`config.mk`:
```
export PLATFORM = sky130hd
export DESIGN_NAME = link_reconnect_backoff_fsm
export DESIGN_NICKNAME = d
export VERILOG_FILES = /design/src/sv/lrb_pkg.sv /design/src/sv/link_reconnect_backoff_fsm.sv
export SDC_FILE = /design/constraint.sdc
export NUM_CORES = 1
export LEC_CHECK = 0
export ABC_AREA = 0
export BUFFER_PORTS_ARGS = -buffer_cell sky130_fd_sc_hd__buf_2
export CORE_MARGIN = 4
export CORE_UTILIZATION = 50
export DETAILED_ROUTE_END_ITERATION = 6
export PLACE_DENSITY = 0.68
export SLEW_MARGIN = 10
export SYNTH_ARGS = -nofsm -noshare
export SYNTH_HDL_FRONTEND = slang
export SYNTH_SLANG_ARGS = --single-unit
```
`constraint.sdc`:
```
create_clock -name clock -period 16.5 [get_ports clock]
set_input_delay 0 -clock clock [delete_from_list [all_inputs] [get_ports clock]]
set_output_delay 0 -clock clock [all_outputs]
set_load 0.02 [all_outputs]
```
`src/sv/lrb_pkg.sv`:
```
// ----------------------------------------------------------------------------
// lrb_pkg: shared types and constants of the link reconnect controller
// event codes, link phase codes, register indexes and field widths
// ----------------------------------------------------------------------------
package lrb_pkg;

   localparam int MAX_TRIES  = 12;
   localparam int TIME_BITS  = 32;

   localparam int CMD_W      = 2;
   localparam int NOW_W      = 32;
   localparam int PHASE_W    = 2;
   localparam int TRIES_W    = 4;
   localparam int BASE_W     = 16;
   localparam int MAX_W      = 27;
   localparam int TIMEOUT_W  = 20;
   localparam int CSR_IDX_W  = 3;
   localparam int CSR_DATA_W = 27;
   localparam int SHIFT_W    = 4;
   localparam int DELAY_W    = BASE_W + (1 << SHIFT_W) - 1;

   typedef logic [CMD_W-1:0]      cmd_type;
   typedef logic [NOW_W-1:0]      now_type;
   typedef logic [TIME_BITS-1:0]  time_type;
   typedef logic [PHASE_W-1:0]    phase_type;
   typedef logic [TRIES_W-1:0]    tries_type;
   typedef logic [CSR_IDX_W-1:0]  csr_idx_type;
   typedef logic [CSR_DATA_W-1:0] csr_data_type;
   typedef logic [DELAY_W-1:0]    delay_type;

   // event codes
   localparam cmd_type CMD_TICK       = 2'd0;
   localparam cmd_type CMD_CONNECT    = 2'd1;
   localparam cmd_type CMD_DISCONNECT = 2'd2;

   // link phase codes
   localparam phase_type PH_DISC = 2'd0;
   localparam phase_type PH_CONN = 2'd1;
   localparam phase_type PH_UP   = 2'd2;
   localparam phase_type PH_FAIL = 2'd3;

   // register indexes
   localparam csr_idx_type CSR_BACKOFF_BASE = 3'd0;
   localparam csr_idx_type CSR_BACKOFF_MAX  = 3'd1;
   localparam csr_idx_type CSR_TIMEOUT      = 3'd2;
   localparam csr_idx_type CSR_SSID         = 3'd3;
   localparam csr_idx_type CSR_MDNS_EN      = 3'd4;
   localparam csr_idx_type CSR_HOSTNAME     = 3'd5;

   localparam tries_type MAX_TRIES_C = tries_type'(MAX_TRIES);

endpackage

```
`src/sv/link_reconnect_backoff_fsm.sv`:
```
// ----------------------------------------------------------------------------
// link_reconnect_backoff_fsm: link reconnect controller with capped backoff
// tracks link phase, retry count, attempt deadline and next retry time
// ----------------------------------------------------------------------------
// usage
//   req channel: one event transaction (tick, connect, disconnect) carrying
//   the current ms time, radio link status and name-service start status
//   rsp channel: one result transaction per event with the new link state,
//   attempt start/abort strobes, name-service start/stop strobes and the
//   retry count
//   csr port: plain write port, register index i of the register list,
//   written whenever csr_we is high; write only while the block is idle
// timing
//   rsp_valid rises at the first edge after req acceptance: an input register,
//   then one pass of compare/shift/clamp/add logic into the result register
//   throughput is one event per cycle; the state update happens in the same
//   cycle the event moves into the result register
// stall
//   a stalled result holds in the result register while one more event
//   waits in the input register; req_stall rises only when both are full
// reset
//   synchronous, active high; clears both valid flags and the link state
//   (disconnected, zero tries, zero times, name service off) and loads the
//   register defaults 1000 / 60000 / 10000 / 0 / 0 / 0
// ----------------------------------------------------------------------------
module link_reconnect_backoff_fsm (
   input  logic                   clock,
   input  logic                   reset,
   // request channel
   input  logic                   req_valid,
   output logic                   req_stall,
   input  lrb_pkg::cmd_type       req_cmd,
   input  lrb_pkg::now_type       req_now_ms,
   input  logic                   req_link_up,
   input  logic                   req_mdns_ok,
   // response channel
   output logic                   rsp_valid,
   input  logic                   rsp_stall,
   output lrb_pkg::phase_type     rsp_link_state,
   output logic                   rsp_accepted,
   output logic                   rsp_start_attempt,
   output logic                   rsp_abort_attempt,
   output logic                   rsp_mdns_start,
   output logic                   rsp_mdns_stop,
   output lrb_pkg::tries_type     rsp_retry_count,
   // configuration
   input  logic                   csr_we,
   input  lrb_pkg::csr_idx_type   csr_index,
   input  lrb_pkg::csr_data_type  csr_wdata
);
   import lrb_pkg::*;

   // configuration registers
   logic [BASE_W-1:0]    base_ff;
   logic [MAX_W-1:0]     max_ff;
   logic [TIMEOUT_W-1:0] timeout_ff;
   logic                 ssid_ff;
   logic                 mdns_en_ff;
   logic                 host_ff;

   // controller state
   phase_type phase_ff,    phase_in;
   tries_type tries_ff,    tries_in;
   time_type  deadline_ff, deadline_in;
   time_type  next_ff,     next_in;
   logic      mrun_ff,     mrun_in;

   // input register
   logic      s1_valid_ff, s1_valid_in;
   cmd_type   s1_cmd_ff;
   now_type   s1_now_ff;
   logic      s1_link_ff;
   logic      s1_mok_ff;

   // result register
   logic      rsp_valid_ff, rsp_valid_in;
   phase_type o_phase_ff;
   logic      o_acc_ff, o_start_ff, o_abort_ff, o_mstart_ff, o_mstop_ff;
   tries_type o_tries_ff;

   logic      rsp_held;
   logic      advance;
   logic      req_take;

   // per-event working values
   time_type  t_now;
   logic      acc, o_start, o_abort, o_mstart, o_mstop;
   logic      run_connect, run_sched;
   time_type  deadline_diff, retry_diff;
   logic      deadline_due, retry_due;
   tries_type sched_tries;
   logic [SHIFT_W-1:0] shamt;
   delay_type delay_raw;
   logic [MAX_W-1:0]   delay;
   time_type  sched_time;

   // handshake: result register holds while stalled, input register then waits
   assign rsp_held  = rsp_valid_ff & rsp_stall;
   assign advance   = s1_valid_ff & ~rsp_held;
   assign req_stall = s1_valid_ff & rsp_held;
   assign req_take  = req_valid & ~req_stall;

   assign s1_valid_in  = req_take | (s1_valid_ff & rsp_held);
   assign rsp_valid_in = advance | rsp_held;

   // wrap-safe due tests
   assign t_now         = time_type'(s1_now_ff);
   assign deadline_diff = t_now - deadline_ff;
   assign retry_diff    = t_now - next_ff;
   assign deadline_due  = ~deadline_diff[TIME_BITS-1];
   assign retry_due     = ~retry_diff[TIME_BITS-1];

   // event decode and state update
   always_comb begin
      phase_in    = phase_ff;
      tries_in    = tries_ff;
      deadline_in = deadline_ff;
      mrun_in     = mrun_ff;
      acc         = 1'b0;
      o_start     = 1'b0;
      o_abort     = 1'b0;
      o_mstart    = 1'b0;
      o_mstop     = 1'b0;
      run_connect = 1'b0;
      run_sched   = 1'b0;

      case (s1_cmd_ff)
         CMD_TICK: begin
            case (phase_ff)
               PH_UP: begin
                  if (!s1_link_ff) begin
                     // link dropped: stop name service, back off
                     o_mstop  = mrun_ff;
                     mrun_in  = 1'b0;
                     phase_in = PH_DISC;
                     run_sched = 1'b1;
                  end
               end
               PH_CONN: begin
                  if (s1_link_ff) begin
                     phase_in = PH_UP;
                     tries_in = '0;
                     if (!mrun_ff && mdns_en_ff && host_ff && s1_mok_ff) begin
                        mrun_in  = 1'b1;
                        o_mstart = 1'b1;
                     end
                  end else if (deadline_due) begin
                     // attempt timed out
                     o_abort   = 1'b1;
                     phase_in  = PH_DISC;
                     run_sched = 1'b1;
                  end
               end
               default: begin
                  run_connect = retry_due;
               end
            endcase
         end
         CMD_CONNECT: begin
            run_connect = 1'b1;
         end
         CMD_DISCONNECT: begin
            o_abort   = 1'b1;
            o_mstop   = mrun_ff;
            mrun_in   = 1'b0;
            phase_in  = PH_DISC;
            tries_in  = '0;
            run_sched = 1'b1;
         end
         default: begin
         end
      endcase

      // connect procedure
      if (run_connect) begin
         if (!ssid_ff) begin
            phase_in = PH_FAIL;
         end else if (s1_link_ff) begin
            acc      = 1'b1;
            phase_in = PH_UP;
            tries_in = '0;
            if (!mrun_ff && mdns_en_ff && host_ff && s1_mok_ff) begin
               mrun_in  = 1'b1;
               o_mstart = 1'b1;
            end
         end else if (phase_ff == PH_CONN && !deadline_due) begin
            acc = 1'b1;
         end else begin
            acc         = 1'b1;
            phase_in    = PH_CONN;
            o_start     = 1'b1;
            deadline_in = t_now + time_type'(timeout_ff);
            if (tries_ff == '0) begin
               tries_in = tries_type'(1);
            end
         end
      end
   end

   // backoff schedule: base << (tries-1), clamped to the ceiling
   assign sched_tries = tries_in;
   assign shamt       = (sched_tries == '0) ? '0 : SHIFT_W'(sched_tries - tries_type'(1));
   assign delay_raw   = delay_type'(base_ff) << shamt;
   assign delay       = (delay_raw > delay_type'(max_ff)) ? max_ff : MAX_W'(delay_raw);
   assign sched_time  = t_now + time_type'(delay);

   always_comb begin
      next_in = next_ff;
      if (run_sched) begin
         next_in = sched_time;
      end
   end

   // configuration registers
   always_ff @(posedge clock) begin
      if (reset) begin
         base_ff    <= BASE_W'(1000);
         max_ff     <= MAX_W'(60000);
         timeout_ff <= TIMEOUT_W'(10000);
         ssid_ff    <= 1'b0;
         mdns_en_ff <= 1'b0;
         host_ff    <= 1'b0;
      end else if (csr_we) begin
         case (csr_index)
            CSR_BACKOFF_BASE: base_ff    <= csr_wdata[BASE_W-1:0];
            CSR_BACKOFF_MAX:  max_ff     <= csr_wdata[MAX_W-1:0];
            CSR_TIMEOUT:      timeout_ff <= csr_wdata[TIMEOUT_W-1:0];
            CSR_SSID:         ssid_ff    <= csr_wdata[0];
            CSR_MDNS_EN:      mdns_en_ff <= csr_wdata[0];
            CSR_HOSTNAME:     host_ff    <= csr_wdata[0];
            default: begin
            end
         endcase
      end
   end

   // controller state, updated as an event moves into the result register
   always_ff @(posedge clock) begin
      if (reset) begin
         phase_ff    <= PH_DISC;
         tries_ff    <= '0;
         deadline_ff <= '0;
         next_ff     <= '0;
         mrun_ff     <= 1'b0;
      end else if (advance) begin
         phase_ff    <= phase_in;
         // schedule bumps the counter up to the cap
         if (run_sched && tries_in < MAX_TRIES_C) begin
            tries_ff <= tries_in + tries_type'(1);
         end else begin
            tries_ff <= tries_in;
         end
         deadline_ff <= deadline_in;
         next_ff     <= next_in;
         mrun_ff     <= mrun_in;
      end
   end

   // valid flags
   always_ff @(posedge clock) begin
      if (reset) begin
         s1_valid_ff  <= 1'b0;
         rsp_valid_ff <= 1'b0;
      end else begin
         s1_valid_ff  <= s1_valid_in;
         rsp_valid_ff <= rsp_valid_in;
      end
   end

   // input register payload
   always_ff @(posedge clock) begin
      if (req_take) begin
         s1_cmd_ff  <= req_cmd;
         s1_now_ff  <= req_now_ms;
         s1_link_ff <= req_link_up;
         s1_mok_ff  <= req_mdns_ok;
      end
   end

   // result register payload
   always_ff @(posedge clock) begin
      if (advance) begin
         o_phase_ff  <= phase_in;
         o_acc_ff    <= acc;
         o_start_ff  <= o_start;
         o_abort_ff  <= o_abort;
         o_mstart_ff <= o_mstart;
         o_mstop_ff  <= o_mstop;
         if (run_sched && tries_in < MAX_TRIES_C) begin
            o_tries_ff <= tries_in + tries_type'(1);
         end else begin
            o_tries_ff <= tries_in;
         end
      end
   end

   assign rsp_valid         = rsp_valid_ff;
   assign rsp_link_state    = o_phase_ff;
   assign rsp_accepted      = o_acc_ff;
   assign rsp_start_attempt = o_start_ff;
   assign rsp_abort_attempt = o_abort_ff;
   assign rsp_mdns_start    = o_mstart_ff;
   assign rsp_mdns_stop     = o_mstop_ff;
   assign rsp_retry_count   = o_tries_ff;

endmodule

```
### Word-level counts from Yosys, hierarchy flattened

Cells that the tools add are included.

| storage, ports and cells | value |
|---|---|
| register bits after elaboration | 186 |
| output and inout bits | 13 |
| logic and storage cells | 126 |

| cells by class | value |
|---|---|
| add/sub/neg operators | 6 |
| $lt $le $gt $ge | 2 |
| eq/ne operators | 9 |
| shift operators | 1 |
| multiplexer cells | 51 |
| bitwise operators | 13 |
| reductions and logical operators | 20 |

Operators with widths:

| kind | number |
|---|---|
| subtractor 32 bit | 2 |
| two-way mux 4 bit | 9 |
| adder 32 x 20 -> 32 bit | 1 |
| adder 32 x 27 -> 32 bit | 1 |
| greater-than comparator 31 x 27 -> 1 bit | 1 |
| << shifter 16 x 4 -> 31 bit | 1 |
| two-way mux 27 bit | 1 |
| two-way mux 1 bit | 24 |
| two-way mux 2 bit | 7 |
| case mux 1 bit (2 select lines) | 7 |
| AND reduction 2 bit | 7 |
| zero test 4 bit | 2 |
| case mux 2 bit (2 select lines) | 2 |
| case mux 4 bit (2 select lines) | 1 |
| NOT 1 bit | 7 |
| equality test 3 x 2 -> 1 bit (second input constant) | 2 |
| equality test 3 bit (second input constant) | 2 |
| logical AND 1 bit | 5 |
| AND reduction 5 bit | 1 |
| adder 4 x 1 -> 4 bit (second input constant) | 1 |
| bitwise AND 1 bit | 4 |
| equality test 2 x 1 -> 1 bit (second input constant) | 2 |
| equality test 2 bit (second input constant) | 2 |
| less-than comparator 4 bit (second input constant) | 1 |
| other kinds (8) | 9 |

### Depth between registers and ports, before layout

Gate-level depths: netlist (run 1).

| logic depth | value |
|---|---|
| depth in word-level cells | 14 |
| depth in mapped cells | 50 |
| mapped depth without buffers | 47 |

### Worst setup path before layout (run 1)

OpenSTA, ideal clock, no wires.

| path | value |
|---|---|
| path kind | reg2reg |
| start | reg s1_now_ff[28] |
| end | reg next_ff[28] |
| library setup time | 134 ps |
| data arrival time | 9,864 ps |
| required time | 16,366 ps |
| setup slack | 6,502 ps |
| cell stages (with the launch flop) | 46 |
| cells stage by stage | edfxtp_1 -> ha_1 -> a21oi_1 -> nor2_1 -> a211o_1 -> nor4b_1 -> a311oi_1 -> a2111oi_4 -> a22oi_4 -> nor2_1 -> inv_1 -> ha_1 -> buf_2 -> o21a_1 -> a21o_1 -> o32ai_1 -> clkbuf_1 -> o21ai_0 -> (+10 left out) -> a221oi_1 -> o221ai_1 -> o31a_1 -> o21a_2 -> nor3_4 -> mux2_2 -> ha_1 -> nor2b_1 -> o21ai_0 -> a21boi_0 -> o21ai_0 -> a21boi_0 -> o311ai_0 -> nand4_1 -> and3_1 -> o31ai_1 -> nor4b_1 -> nor4_1 |

| between the ends | value |
|---|---|
| word-level cells in the longest chain between the ends | 12 |
| elaborated cells between the ends (all ways) | 22 |
| classes of those cells | 4 x add/sub; 1 x order compare; 1 x shift; 12 x mux; 1 x bitwise; 3 x reduce/logical |

Ends and longest elaborated chain:

| item | RTL line | RTL |
|---|---|---|
| from (decl) | link_reconnect_backoff_fsm.sv:71 | `now_type s1_now_ff;` |
| from (signal assigned) | link_reconnect_backoff_fsm.sv:274 | `s1_now_ff <= req_now_ms;` |
| subtractor 32 bit | link_reconnect_backoff_fsm.sv:108 | `assign deadline_diff = t_now - deadline_ff;` |
| logical AND 1 bit | link_reconnect_backoff_fsm.sv:186 | `end else if (phase_ff == PH_CONN && !deadline_due) begin` |
| two-way mux 4 bit | link_reconnect_backoff_fsm.sv:186 |  |
| two-way mux 4 bit | link_reconnect_backoff_fsm.sv:178 | `end else if (s1_link_ff) begin` |
| two-way mux 4 bit | link_reconnect_backoff_fsm.sv:176 | `if (!ssid_ff) begin` |
| two-way mux 4 bit | link_reconnect_backoff_fsm.sv:175 | `if (run_connect) begin` |
| subtractor 4 x 1 -> 4 bit / zero test 4 bit (equally long branches) | link_reconnect_backoff_fsm.sv:202 | `assign shamt = (sched_tries == '0) ? '0 : SHIFT_W'(sched_tries - tries_type'(1));` |
| two-way mux 4 bit | link_reconnect_backoff_fsm.sv:202 |  |
| << shifter 16 x 4 -> 31 bit | link_reconnect_backoff_fsm.sv:203 | `assign delay_raw = delay_type'(base_ff) << shamt;` |
| greater-than comparator 31 x 27 -> 1 bit | link_reconnect_backoff_fsm.sv:204 | `assign delay = (delay_raw > delay_type'(max_ff)) ? max_ff : MAX_W'(delay_raw);` |
| two-way mux 27 bit | link_reconnect_backoff_fsm.sv:204 |  |
| adder 32 x 27 -> 32 bit | link_reconnect_backoff_fsm.sv:205 | `assign sched_time = t_now + time_type'(delay);` |
| to (signal assigned) | link_reconnect_backoff_fsm.sv:254 | `next_ff <= next_in;` |
| to (decl) | link_reconnect_backoff_fsm.sv:65 | `time_type next_ff, next_in;` |

Several ways; a longest one is shown, not always the timed one.
A chain may end at the register's enable or synchronous reset.

### Worst setup path after layout (run 1)

| path | value |
|---|---|
| start | reg s1_now_ff[20] |
| end | reg next_ff[31] |

The elaborated chain is that of the path after synthesis.

==> impl_metrics.ini, run 1 <==
[status]
run_status = completed

[timing]
slew-limit-headroom = 0.264
hold_viol = 0
skew_ps = 22.3
maxClockFrequency_mhz = 80.6
max_slew.worst_pin.slew_ps = 1090
timing.final.crit_period_ps = 12400
post-route-period-util = 0.752
final-setup-viol-count = 0
timing.setup.tns_ps = 0
grt_setup_unrepaired = no
maxSlewViolCount = 0

[logic_synthesis]
average_footprint_of_a_synthesized_cell_um2 = 8.09
synth.yosys.seq_area_share = 0.321
top_flip_flop_cell_by_instance_count_after_synthesis = sky130_fd_sc_hd__dfxtp_1
ys_warn_count = 0
postSynthCellCount = 1617
syn_nets = 1831
syn_area_um2 = 13100
synth.lib_cells_used.distinct = 88
synth-edff-count = 47
yosys_register_bits = 186
synth-async-reset-ratio = 0

[final_layout]
multi_input_area_um2 = 8150
area_growth_pct = 14.5
drive_above_1_share = 0.102
fin_nets = 1943
filler_free_cell_count_of_the_finished_design = 2073
layout.area.seq_um2 = 4190
fill_cells = 2350

[placement]
place.detailed.hpwl_um = 28900
dp.cells = 1970
port-buffer-count = 83
routabilityCongestion = 1.01

[clock_tree]
cts-root-buf = sky130_fd_sc_hd__clkbuf_16
cts_resized = 0
tritoncts_num_sinks = 186
cts_tree = done
cts_made_buffers = 17
cts.reportedPaths.clkPinSlew_ps = 90
clock_latency_on_the_worst_skew_pair_ps = 450
clk_path_buf_depth = 2
hold_buffers = 70
htree_levels = 4
postCtsSetupRepairBufs = 0

[floorplan]
row_count = 58
io_pins = 84
initial_utilization = 0.513
die_x_um = 170
core_area_um2 = 25500
floorplan_die_area_um2 = 28800
chipHeight_um = 170

[route]
drt_pass1_iterations = 6
detailed_route_wire_length_um = 38900
drt-wirelength-per-cell_um = 18.8
route.antenna.remaining_nets = 0
routed-via-count = 12200
detail_route.iter0.violations = 1056
vias_per_cell = 5.88
drt_drc_violations_left = 0

[min_path]
hold_path_class = in2reg
hold_depth = 2

[power]
p_leak_nw = 5.98
power_density_nw_per_um2 = 87.2
peakVddDrop_mv = 0.0692

[setup_path]
required_time_of_the_worst_setup_path_ps = 16840
cp_num_cells = 44
worst_path_largest_cell_delay_ps = 710
worst_path_max_delay_cell = sky130_fd_sc_hd__nor4b_1
critPathBufInv = 2
r2r_worst_path_depth = 44
timing_worst_setup_path_type = reg2reg
reg2reg_setup_slack_ps = 4100
critical_path.max_fanout = 21
critical-path-top-cell-by-count = sky130_fd_sc_hd__a21o_1
timing.critical_path.arrival_ps = 12740
cp-start-kind = flip-flop
worst_setup_path_end_kind = flip-flop
worst_path_dominant_cell_family = compound AO/OA/AOI/OAI gates

[grt]
grt_antenna_before_repair = 0
grt-ovfl-total = 0
grt_use_total = 0.267
grt_pass1_vias = 11300
grt_start_max_net_pins = 82
grt_first_pass_wirelength_um = 61100

[job]
timing.max_cap.violations = 0
==> synth_stat cells (4+ instances only) <==
cell                       count  area, um^2
sky130_fd_sc_hd__o31ai_1      17         128
sky130_fd_sc_hd__and2_1       10        62.6
sky130_fd_sc_hd__a31o_2        4        35.0
sky130_fd_sc_hd__a21boi_0      4        30.0
sky130_fd_sc_hd__edfxtp_1     47        1410
sky130_fd_sc_hd__mux2i_1       6        60.1
sky130_fd_sc_hd__nand2b_1      9        56.3
sky130_fd_sc_hd__o21a_1       11        82.6
sky130_fd_sc_hd__a211oi_1     27         203
sky130_fd_sc_hd__dfxtp_1     139        2780
sky130_fd_sc_hd__a21o_1       23         173
sky130_fd_sc_hd__nor2b_1      12        75.1
sky130_fd_sc_hd__or2_2         5        31.3
sky130_fd_sc_hd__nand4_1      23         144
sky130_fd_sc_hd__a311oi_1      6        52.6
sky130_fd_sc_hd__a21oi_1     164         821
sky130_fd_sc_hd__xnor2_1      29         254
sky130_fd_sc_hd__xor2_1       19         166
sky130_fd_sc_hd__o211ai_1     14         105
sky130_fd_sc_hd__and4_1        4        35.0
sky130_fd_sc_hd__nand2_1     256         961
sky130_fd_sc_hd__or3_1        12        75.1
sky130_fd_sc_hd__mux2_4       16         240
sky130_fd_sc_hd__ha_1        141        1760
sky130_fd_sc_hd__buf_2         4        20.0
sky130_fd_sc_hd__a31oi_1      25         156
sky130_fd_sc_hd__o21ai_0      56         280
sky130_fd_sc_hd__nor4_1        7        43.8
sky130_fd_sc_hd__and3_1       21         131
sky130_fd_sc_hd__nor2_1      117         439
sky130_fd_sc_hd__nand3_1      87         435
sky130_fd_sc_hd__inv_1       116         435
sky130_fd_sc_hd__clkbuf_1     61         229
sky130_fd_sc_hd__a211o_1       4        35.0
sky130_fd_sc_hd__nor3_1       30         150
==> stage by stage <==
step	power [mW]	area (um^2)	setup slack (ps)	hold slack (ps)	utilization
after detailed placement	0.880	13700	4460	178	0.538
after global routing	1.38	15000	3170	237	0.588
after floorplan	0.790	13100	6500	98.9	-
final	1.31	15000	4100	254	0.588
after CTS	1.30	15000	4210	240	0.588
after global placement	0.876	13700	4760	176	0.538
==> final cells by class <==
cell class | count | share of cell area
multi-input cells | 1243 | 0.544
repair buffers | 165 | 0.0807
inverters | 116 | 0.0291
flip-flops and latches | 186 | 0.280
clock inverters | 15 | 0.0100
well taps | 330 | 0.0276
diodes | 1 | 0.000167
clock buffers | 17 | 0.0284
==> layer usage <==
| metal | part of all wire | track usage |
|---|---|---|
| met5 | 0 | 0 |
| met4 | 0.036 | 0.0973 |
| met3 | 0.058 | 0.0398 |
| met2 | 0.44 | 0.418 |
| met1 | 0.46 | 0.376 |
==> logic make-up (layout without fill, tap and decap cells) <==
logic type / Yosys count / in the layout / share of synthesized area
buf+inv: 188 / 313 / 0.0576
fa+ha+maj: 143 / 143 / 0.138
flops: 186 / 186 / 0.321
other cells: 0 / 1 / 0
mux: 24 / 24 / 0.0247
xor+xnor: 48 / 48 / 0.0321
compound gates: 411 / 411 / 0.208
simple gates: 617 / 617 / 0.219
==> sequential cells by signal, summed over array words and instances (netlist names), 2 cells and up <==
| signal | flops |
|---|---|
| phase_ff | 2 |
| timeout_ff | 20 |
| rsp_retry_count | 4 |
| max_ff | 27 |
| base_ff | 16 |
| rsp_link_state | 2 |
| s1_cmd_ff | 2 |
| s1_now_ff | 32 |
| next_ff | 32 |
| tries_ff | 4 |
| deadline_ff | 32 |
==> where the power goes <==
group	internal, mW	total (mW)	leakage (nW)	switching, mW
clock network	0.202	0.415	0.278	0.213
registers	0.483	0.501	1.58	0.0177
logic	0.163	0.389	4.12	0.226
==> placed cells by master (no fill, tap or decap), types with 28 or more instances in the layout <==
| master | synthesis | routed |
|---|---|---|
| sky130_fd_sc_hd__dfxtp_1 | 139 | 139 |
| sky130_fd_sc_hd__dlygate4sd3_1 | 0 | 70 |
| sky130_fd_sc_hd__xnor2_1 | 29 | 29 |
| sky130_fd_sc_hd__edfxtp_1 | 47 | 47 |
| sky130_fd_sc_hd__ha_1 | 141 | 141 |
| sky130_fd_sc_hd__nor2_1 | 117 | 117 |
| sky130_fd_sc_hd__nand2_1 | 256 | 256 |
| sky130_fd_sc_hd__inv_1 | 116 | 116 |
| sky130_fd_sc_hd__nand3_1 | 87 | 87 |
| sky130_fd_sc_hd__nor3_1 | 30 | 28 |
| sky130_fd_sc_hd__o21ai_0 | 56 | 56 |
| sky130_fd_sc_hd__a21oi_1 | 164 | 164 |
| sky130_fd_sc_hd__buf_2 | 4 | 82 |
==> final timing paths <==
| check | endpoint | start |
|---|---|---|
| setup reg to reg | next_ff[31]$_SDFFE_PP0P_ | s1_now_ff[20]$_DFFE_PP_ |
| hold / removal | s1_cmd_ff[0]$_DFFE_PP_ | req_cmd[0] |
| hold reg to reg | next_ff[0]$_SDFFE_PP0P_ | next_ff[0]$_SDFFE_PP0P_ |
| setup / recovery | next_ff[31]$_SDFFE_PP0P_ | s1_now_ff[20]$_DFFE_PP_ |
Power figures use the tool's default switching activity.
==> inputs of run 2 (changes only) <==
PLACE_DENSITY = 0.7   (was 0.68)
clock period = 10 ns   (was 16.5 ns; I/O delays follow)
==> run 2 against run 1 <==
Routed wire length rose by 7.1%. Hold slack got worse by 230 ps. Sequential cell count did not move. Count of clock-buffer cells in the layout rose by 1. Sequential share of layout area fell by 3.0 points. Critical path type unchanged. Largest power group is now combinational cells.
==> impl_metrics.ini, run 2 (synthesis gave the netlist of run 1 again) <==
[status]
run_status = completed

[setup_path]
reg_to_reg_startpoint = s1_now_ff[1]$_DFFE_PP_
required_time_of_the_worst_setup_path_ps = 10350
critical_path.max_fanout = 5
cp-start-kind = flip-flop
timing.critical_path.from = s1_now_ff[1]$_DFFE_PP_
timing.critical_path.arrival_ps = 10140
timing_worst_setup_path_type = reg2reg
worst_path_largest_cell_delay_ps = 560
worst_setup_path_end_kind = flip-flop
reg2reg_setup_slack_ps = 210
worst_path_max_delay_cell = sky130_fd_sc_hd__o41ai_4

[timing]
maxClockFrequency_mhz = 102
timing.final.crit_period_ps = 9790
max_slew.worst_pin.slew_ps = 1150
timing.final.ws_setup_ps = 214
maxSlewViolCount = 0
skew_ps = 16.1
timing.setup.tns_ps = 0
post-route-period-util = 0.979
final-setup-viol-count = 0
slew-limit-headroom = 0.231
hold_viol = 0

[min_path]
min-delay-start = csr_index[0]
hold_path_class = in2reg

[clock_tree]
clk_path_buf_depth = 2
cts_tree = done
cts.reportedPaths.clkPinSlew_ps = 90
cts_made_buffers = 17
clock_latency_on_the_worst_skew_pair_ps = 440
cts-root-buf = sky130_fd_sc_hd__clkbuf_16
tritoncts_num_sinks = 186
htree_levels = 4

[floorplan]
die_x_um = 170
core_area_um2 = 25500
initial_utilization = 0.513
chipHeight_um = 170
io_pins = 84
floorplan_die_area_um2 = 28800
row_count = 58

[placement]
dpl_worst_slack_ps = -405
place.detailed.hpwl_um = 31000
placed_cell_area_um2 = 14900
port-buffer-count = 83
routabilityCongestion = 0.954
dp.cells = 2127

[final_layout]
area_growth_pct = 28.0
num_antenna_cells = 0
filler_free_cell_count_of_the_finished_design = 2241
drive_above_1_share = 0.218
fin_nets = 2112
most-common-layout-cells = sky130_fd_sc_hd__nand2_1 (255), sky130_fd_sc_hd__buf_4 (176), sky130_fd_sc_hd__a21oi_1 (162)
finish.instance_area_um2 = 16700
top_regs = deadline_ff x32, next_ff x32, s1_now_ff x32
layout_commonest_cell = sky130_fd_sc_hd__nand2_1

[job]
timing.max_cap.violations = 0

[route]
route.antenna.remaining_nets = 0
detail_route.iter0.violations = 1011
detailed_route_wire_length_um = 41600
drt-wirelength-per-cell_um = 18.6
drt_pass1_iterations = 7
drt_drc_violations_left = 0
vias_per_cell = 5.83
routed-via-count = 13100

[power]
switching_power_mw = 0.805
sequentialPowerShare = 0.351
peakVddDrop_mv = 0.0994
gate_power_share = 0.352
switching_share = 0.346
share_clk_of_total_power = 0.296
power_density_nw_per_um2 = 139
p_leak_nw = 6.92
intPower_mw = 1.52

[grt]
grt_pass1_vias = 12100
grt_first_pass_wirelength_um = 64500
grt_use_total = 0.279
grt_antenna_before_repair = 0
grt-ovfl-total = 0
grt_start_max_net_pins = 72
## run 2: cell count changes in the layout (fill, tap and decap cells not counted), sizes merged
cell / previous run / this run
diode: 1 / 0
clkbuf: 17 / 18
buf: 95 / 267
dlygate4sd3: 70 / 67
clkinvlp: 2 / 1
## run 2: layout make-up
class / instances / area, um^2
clock inverter: 14 / 151
sequential: 186 / 4190
inverter: 116 / 435
timing repair buffer: 334 / 2530
clock buffer: 18 / 429
tap: 330 / 413
fill: 2178 / 8730
multi-input combinational: 1243 / 8590
## run 2: worst max-delay path, delay by kind of cell, from the launching register on
family	cells	cell delay [ps]
AOI/OAI and AO/OA	19	4210
adders and majority gates	5	1440
buffers and inverters	6	750
DFF	1	410
and+or+nand+nor	16	2910
## run 2: through the flow
stage / total power, mW / hold slack [ps] / util
4_1_cts: 2.27 / 0.928 / 0.637
5_1_grt: 2.43 / 41.4 / 0.657
3_3_place_gp: 1.54 / 176 / 0.584
6_report: 2.33 / 21.4 / 0.657
3_5_place_dp: 1.55 / 178 / 0.584
2_1_floorplan: 1.30 / 98.9 / -
## run 2: power by group through the flow
| stage | sequential [mW] | clock (mW) | combinational, mW |
|---|---|---|---|
| 5_1_grt | 0.820 | 0.724 | 0.891 |
| 6_report | 0.818 | 0.689 | 0.819 |
| 2_1_floorplan | 0.833 | 0 | 0.471 |
| 3_3_place_gp | 0.834 | 0 | 0.706 |
| 3_5_place_dp | 0.834 | 0 | 0.716 |
| 4_1_cts | 0.817 | 0.699 | 0.755 |
## run 2: worst paths after layout
check	endpoint	depth (start not counted)
setup reg to reg	next_ff[28]$_SDFFE_PP0P_	46
hold reg to reg	next_ff[17]$_SDFFE_PP0P_	2
hold / removal	host_ff$_SDFFE_PP0P_	4
setup / recovery	next_ff[28]$_SDFFE_PP0P_	46
## run 2: timing repair
item,4_1_cts,5_1_grt
hold buffers,67,0
gates cloned,0,1
resized for setup,13,97
hold endpoints to repair,104,0
endpoints found under the setup margin,14,20
buffers inserted,3,12
pin swaps,2,42
## run 2: layer usage
metal,wire length [um],GRT usage,vias to the layer above,share of wire
met5,0,0,-,0
met4,850,0.0588,0,0.020
met3,2460,0.0408,58,0.059
met2,19500,0.461,462,0.47
met1,18800,0.389,6205,0.45
li1,-,-,6348,-
==> inputs of run 3 (changes only) <==
CORE_MARGIN = not set   (was 4)
PLACE_DENSITY = 0.81   (was 0.7)
==> run 3 against run 2 <==
Final area rose by 0.13%. Non-clock buffer count fell by 14. Worst setup slack got worse by 87 ps. Hold slack improved by 17 ps. Count of clock-buffer cells in the layout rose by 1. Register-to-register slack got worse by 90 ps. Sequential cell count did not move. Cell count fell by 0.62%. Critical path depth fell by 4. Maximum frequency fell by 0.89%. Die area fell by 6.9%. Clock power barely moved. Critical path type unchanged. Largest cell class unchanged. Largest power group unchanged.
==> impl_metrics.ini, run 3 (synthesis gave the netlist of run 1 again) <==
[route]
detailed_route_wire_length_um = 41100
drt_drc_violations_left = 0
route.antenna.remaining_nets = 0
vias_per_cell = 5.95
detail_route.iter0.violations = 1200
drt_pass1_iterations = 7
routed-via-count = 13300
drt-wirelength-per-cell_um = 18.4

[floorplan]
row_count = 58
initial_utilization = 0.515
floorplan_die_area_um2 = 26800
core_area_um2 = 25400
die_x_um = 164
chipHeight_um = 164
io_pins = 84

[clock_tree]
clock_latency_on_the_worst_skew_pair_ps = 450
cts_made_buffers = 17
clk_path_buf_depth = 2
tritoncts_num_sinks = 186
htree_levels = 4
cts-root-buf = sky130_fd_sc_hd__clkbuf_16
cts.reportedPaths.clkPinSlew_ps = 80
cts_tree = done

[timing]
post-route-period-util = 0.987
slew-limit-headroom = 0.216
holdWs_ps = 37.9
hold_viol = 0
maxSlewViolCount = 0
timing.final.crit_period_ps = 9870
skew_ps = 17.3
maxClockFrequency_mhz = 101
final-setup-viol-count = 0
max_slew.worst_pin.slew_ps = 1170

[grt]
grt_use_total = 0.297
grt_start_max_net_pins = 72
grt_antenna_before_repair = 0
grt_pass1_vias = 12500
grt-ovfl-total = 0
grt_first_pass_wirelength_um = 62600

[power]
switching_share = 0.341
p_leak_nw = 6.85
intPower_mw = 1.55
share_clk_of_total_power = 0.292
peakVddDrop_mv = 0.0955
power_density_nw_per_um2 = 141
gate_power_share = 0.361
sequentialPowerShare = 0.347
switching_power_mw = 0.805

[placement]
port-buffer-count = 83
place.detailed.hpwl_um = 29300
routabilityCongestion = 0.980

[final_layout]
most-common-layout-cells = sky130_fd_sc_hd__nand2_1 (253), sky130_fd_sc_hd__a21oi_1 (163), sky130_fd_sc_hd__buf_4 (155)
top_regs = deadline_ff x32, next_ff x32, s1_now_ff x32
num_antenna_cells = 0
utilization = 0.660
layout_commonest_cell = sky130_fd_sc_hd__nand2_1
fin_nets = 2098
area_growth_pct = 28.2
drive_above_1_share = 0.213

[setup_path]
r2r_worst_path_depth = 42
timing.critical_path.arrival_ps = 10220
critPathBufInv = 4
worst_path_dominant_cell_family = compound AO/OA/AOI/OAI gates
worst_path_largest_cell_delay_ps = 560
worst_setup_path_end_kind = flip-flop
critical_path.reg2reg.endpoint = next_ff[29]$_SDFFE_PP0P_
required_time_of_the_worst_setup_path_ps = 10350
timing_worst_setup_path_type = reg2reg
critical_path.max_fanout = 5
reg2reg_setup_slack_ps = 130
reg_to_reg_startpoint = s1_now_ff[17]$_DFFE_PP_
cp-start-kind = flip-flop
worst_path_max_delay_cell = sky130_fd_sc_hd__or4_4

[min_path]
min-delay-start = reset
hold_path_class = in2reg
hold_depth = 2
hold_end = deadline_ff[14]$_SDFFE_PP0P_

[job]
timing.max_cap.violations = 0

[status]
run_status = completed
[run 3: cell types whose count changed in the layout (fill, tap and decap cells not counted), moves of 6 or more]
cell and change:
sky130_fd_sc_hd__nand3_1 +11, sky130_fd_sc_hd__o21ai_1 -8, sky130_fd_sc_hd__o21ai_0 +8, sky130_fd_sc_hd__ha_4 +6
sky130_fd_sc_hd__ha_1 -6, sky130_fd_sc_hd__buf_4 -21, sky130_fd_sc_hd__nand3_2 -8
[run 3: worst max path at each step]
stage	from	end	slack [ps]	cells after the start
finish	s1_now_ff[17]$_DFFE_PP_	next_ff[29]$_SDFFE_PP0P_	130	42
global route	s1_now_ff[18]$_DFFE_PP_	next_ff[29]$_SDFFE_PP0P_	-160	47
CTS	s1_now_ff[18]$_DFFE_PP_	next_ff[28]$_SDFFE_PP0P_	2	46
detailed placement	deadline_ff[1]$_SDFFE_PP0P_	next_ff[28]$_SDFFE_PP0P_	-460	46
global placement	s1_now_ff[1]$_DFFE_PP_	next_ff[31]$_SDFFE_PP0P_	-140	42
floorplan	s1_now_ff[28]$_DFFE_PP_	next_ff[28]$_SDFFE_PP0P_	2	45
[run 3: repair_timing]
action | in CTS | in global routing
setup buffers | 3 | 15
setup endpoints to repair | 14 | 22
resized for setup | 11 | 95
pin swaps | 1 | 46
gates cloned | 0 | 3
hold endpoints to repair | 104 | 0
hold buffers | 69 | 0
[run 3: layout make-up]
cell class                      instances  area, um^2
Tap cell                              330         413
Timing Repair Buffer                  320        2500
Clock buffer                           19         433
Sequential cell                       186        4190
Inverter                              116         435
Multi-Input combinational cell       1243        8660
Clock inverter                         13         135
Fill cell                            1950        8640
[run 3: stage by stage]
| stage | worst slack, ps | setup TNS (ps) | instances | power [mW] | area (um^2) |
|---|---|---|---|---|---|
| global placement | -137 | -259 | 2106 | 1.52 | 14800 |
| detailed placement | -464 | -3030 | 2106 | 1.54 | 14800 |
| floorplan | 2.40 | 0 | 1617 | 1.30 | 13100 |
| CTS | 2.33 | 0 | 2210 | 2.26 | 16100 |
| global route | -157 | -359 | 2227 | 2.46 | 16800 |
| finish | 127 | 0 | 2227 | 2.36 | 16800 |
[run 3: metal layers]
layer / part of all wire / vias up / wire, um / GRT usage
met2: 0.47 / 576 / 19400 / 0.504
li1: - / 6314 / - / -
met5: 0 / - / 0 / 0
met1: 0.41 / 6245 / 17000 / 0.379
met4: 0.037 / 0 / 1520 / 0.117
met3: 0.076 / 119 / 3140 / 0.0437
[run 3: power by group through the flow]
| stage | clock [mW] | combinational (mW) | sequential (mW) |
|---|---|---|---|
| 3_5_place_dp | 0 | 0.710 | 0.834 |
| 3_3_place_gp | 0 | 0.691 | 0.833 |
| 2_1_floorplan | 0 | 0.471 | 0.833 |
| 4_1_cts | 0.693 | 0.747 | 0.816 |
| 5_1_grt | 0.717 | 0.920 | 0.820 |
| 6_report | 0.689 | 0.851 | 0.818 |
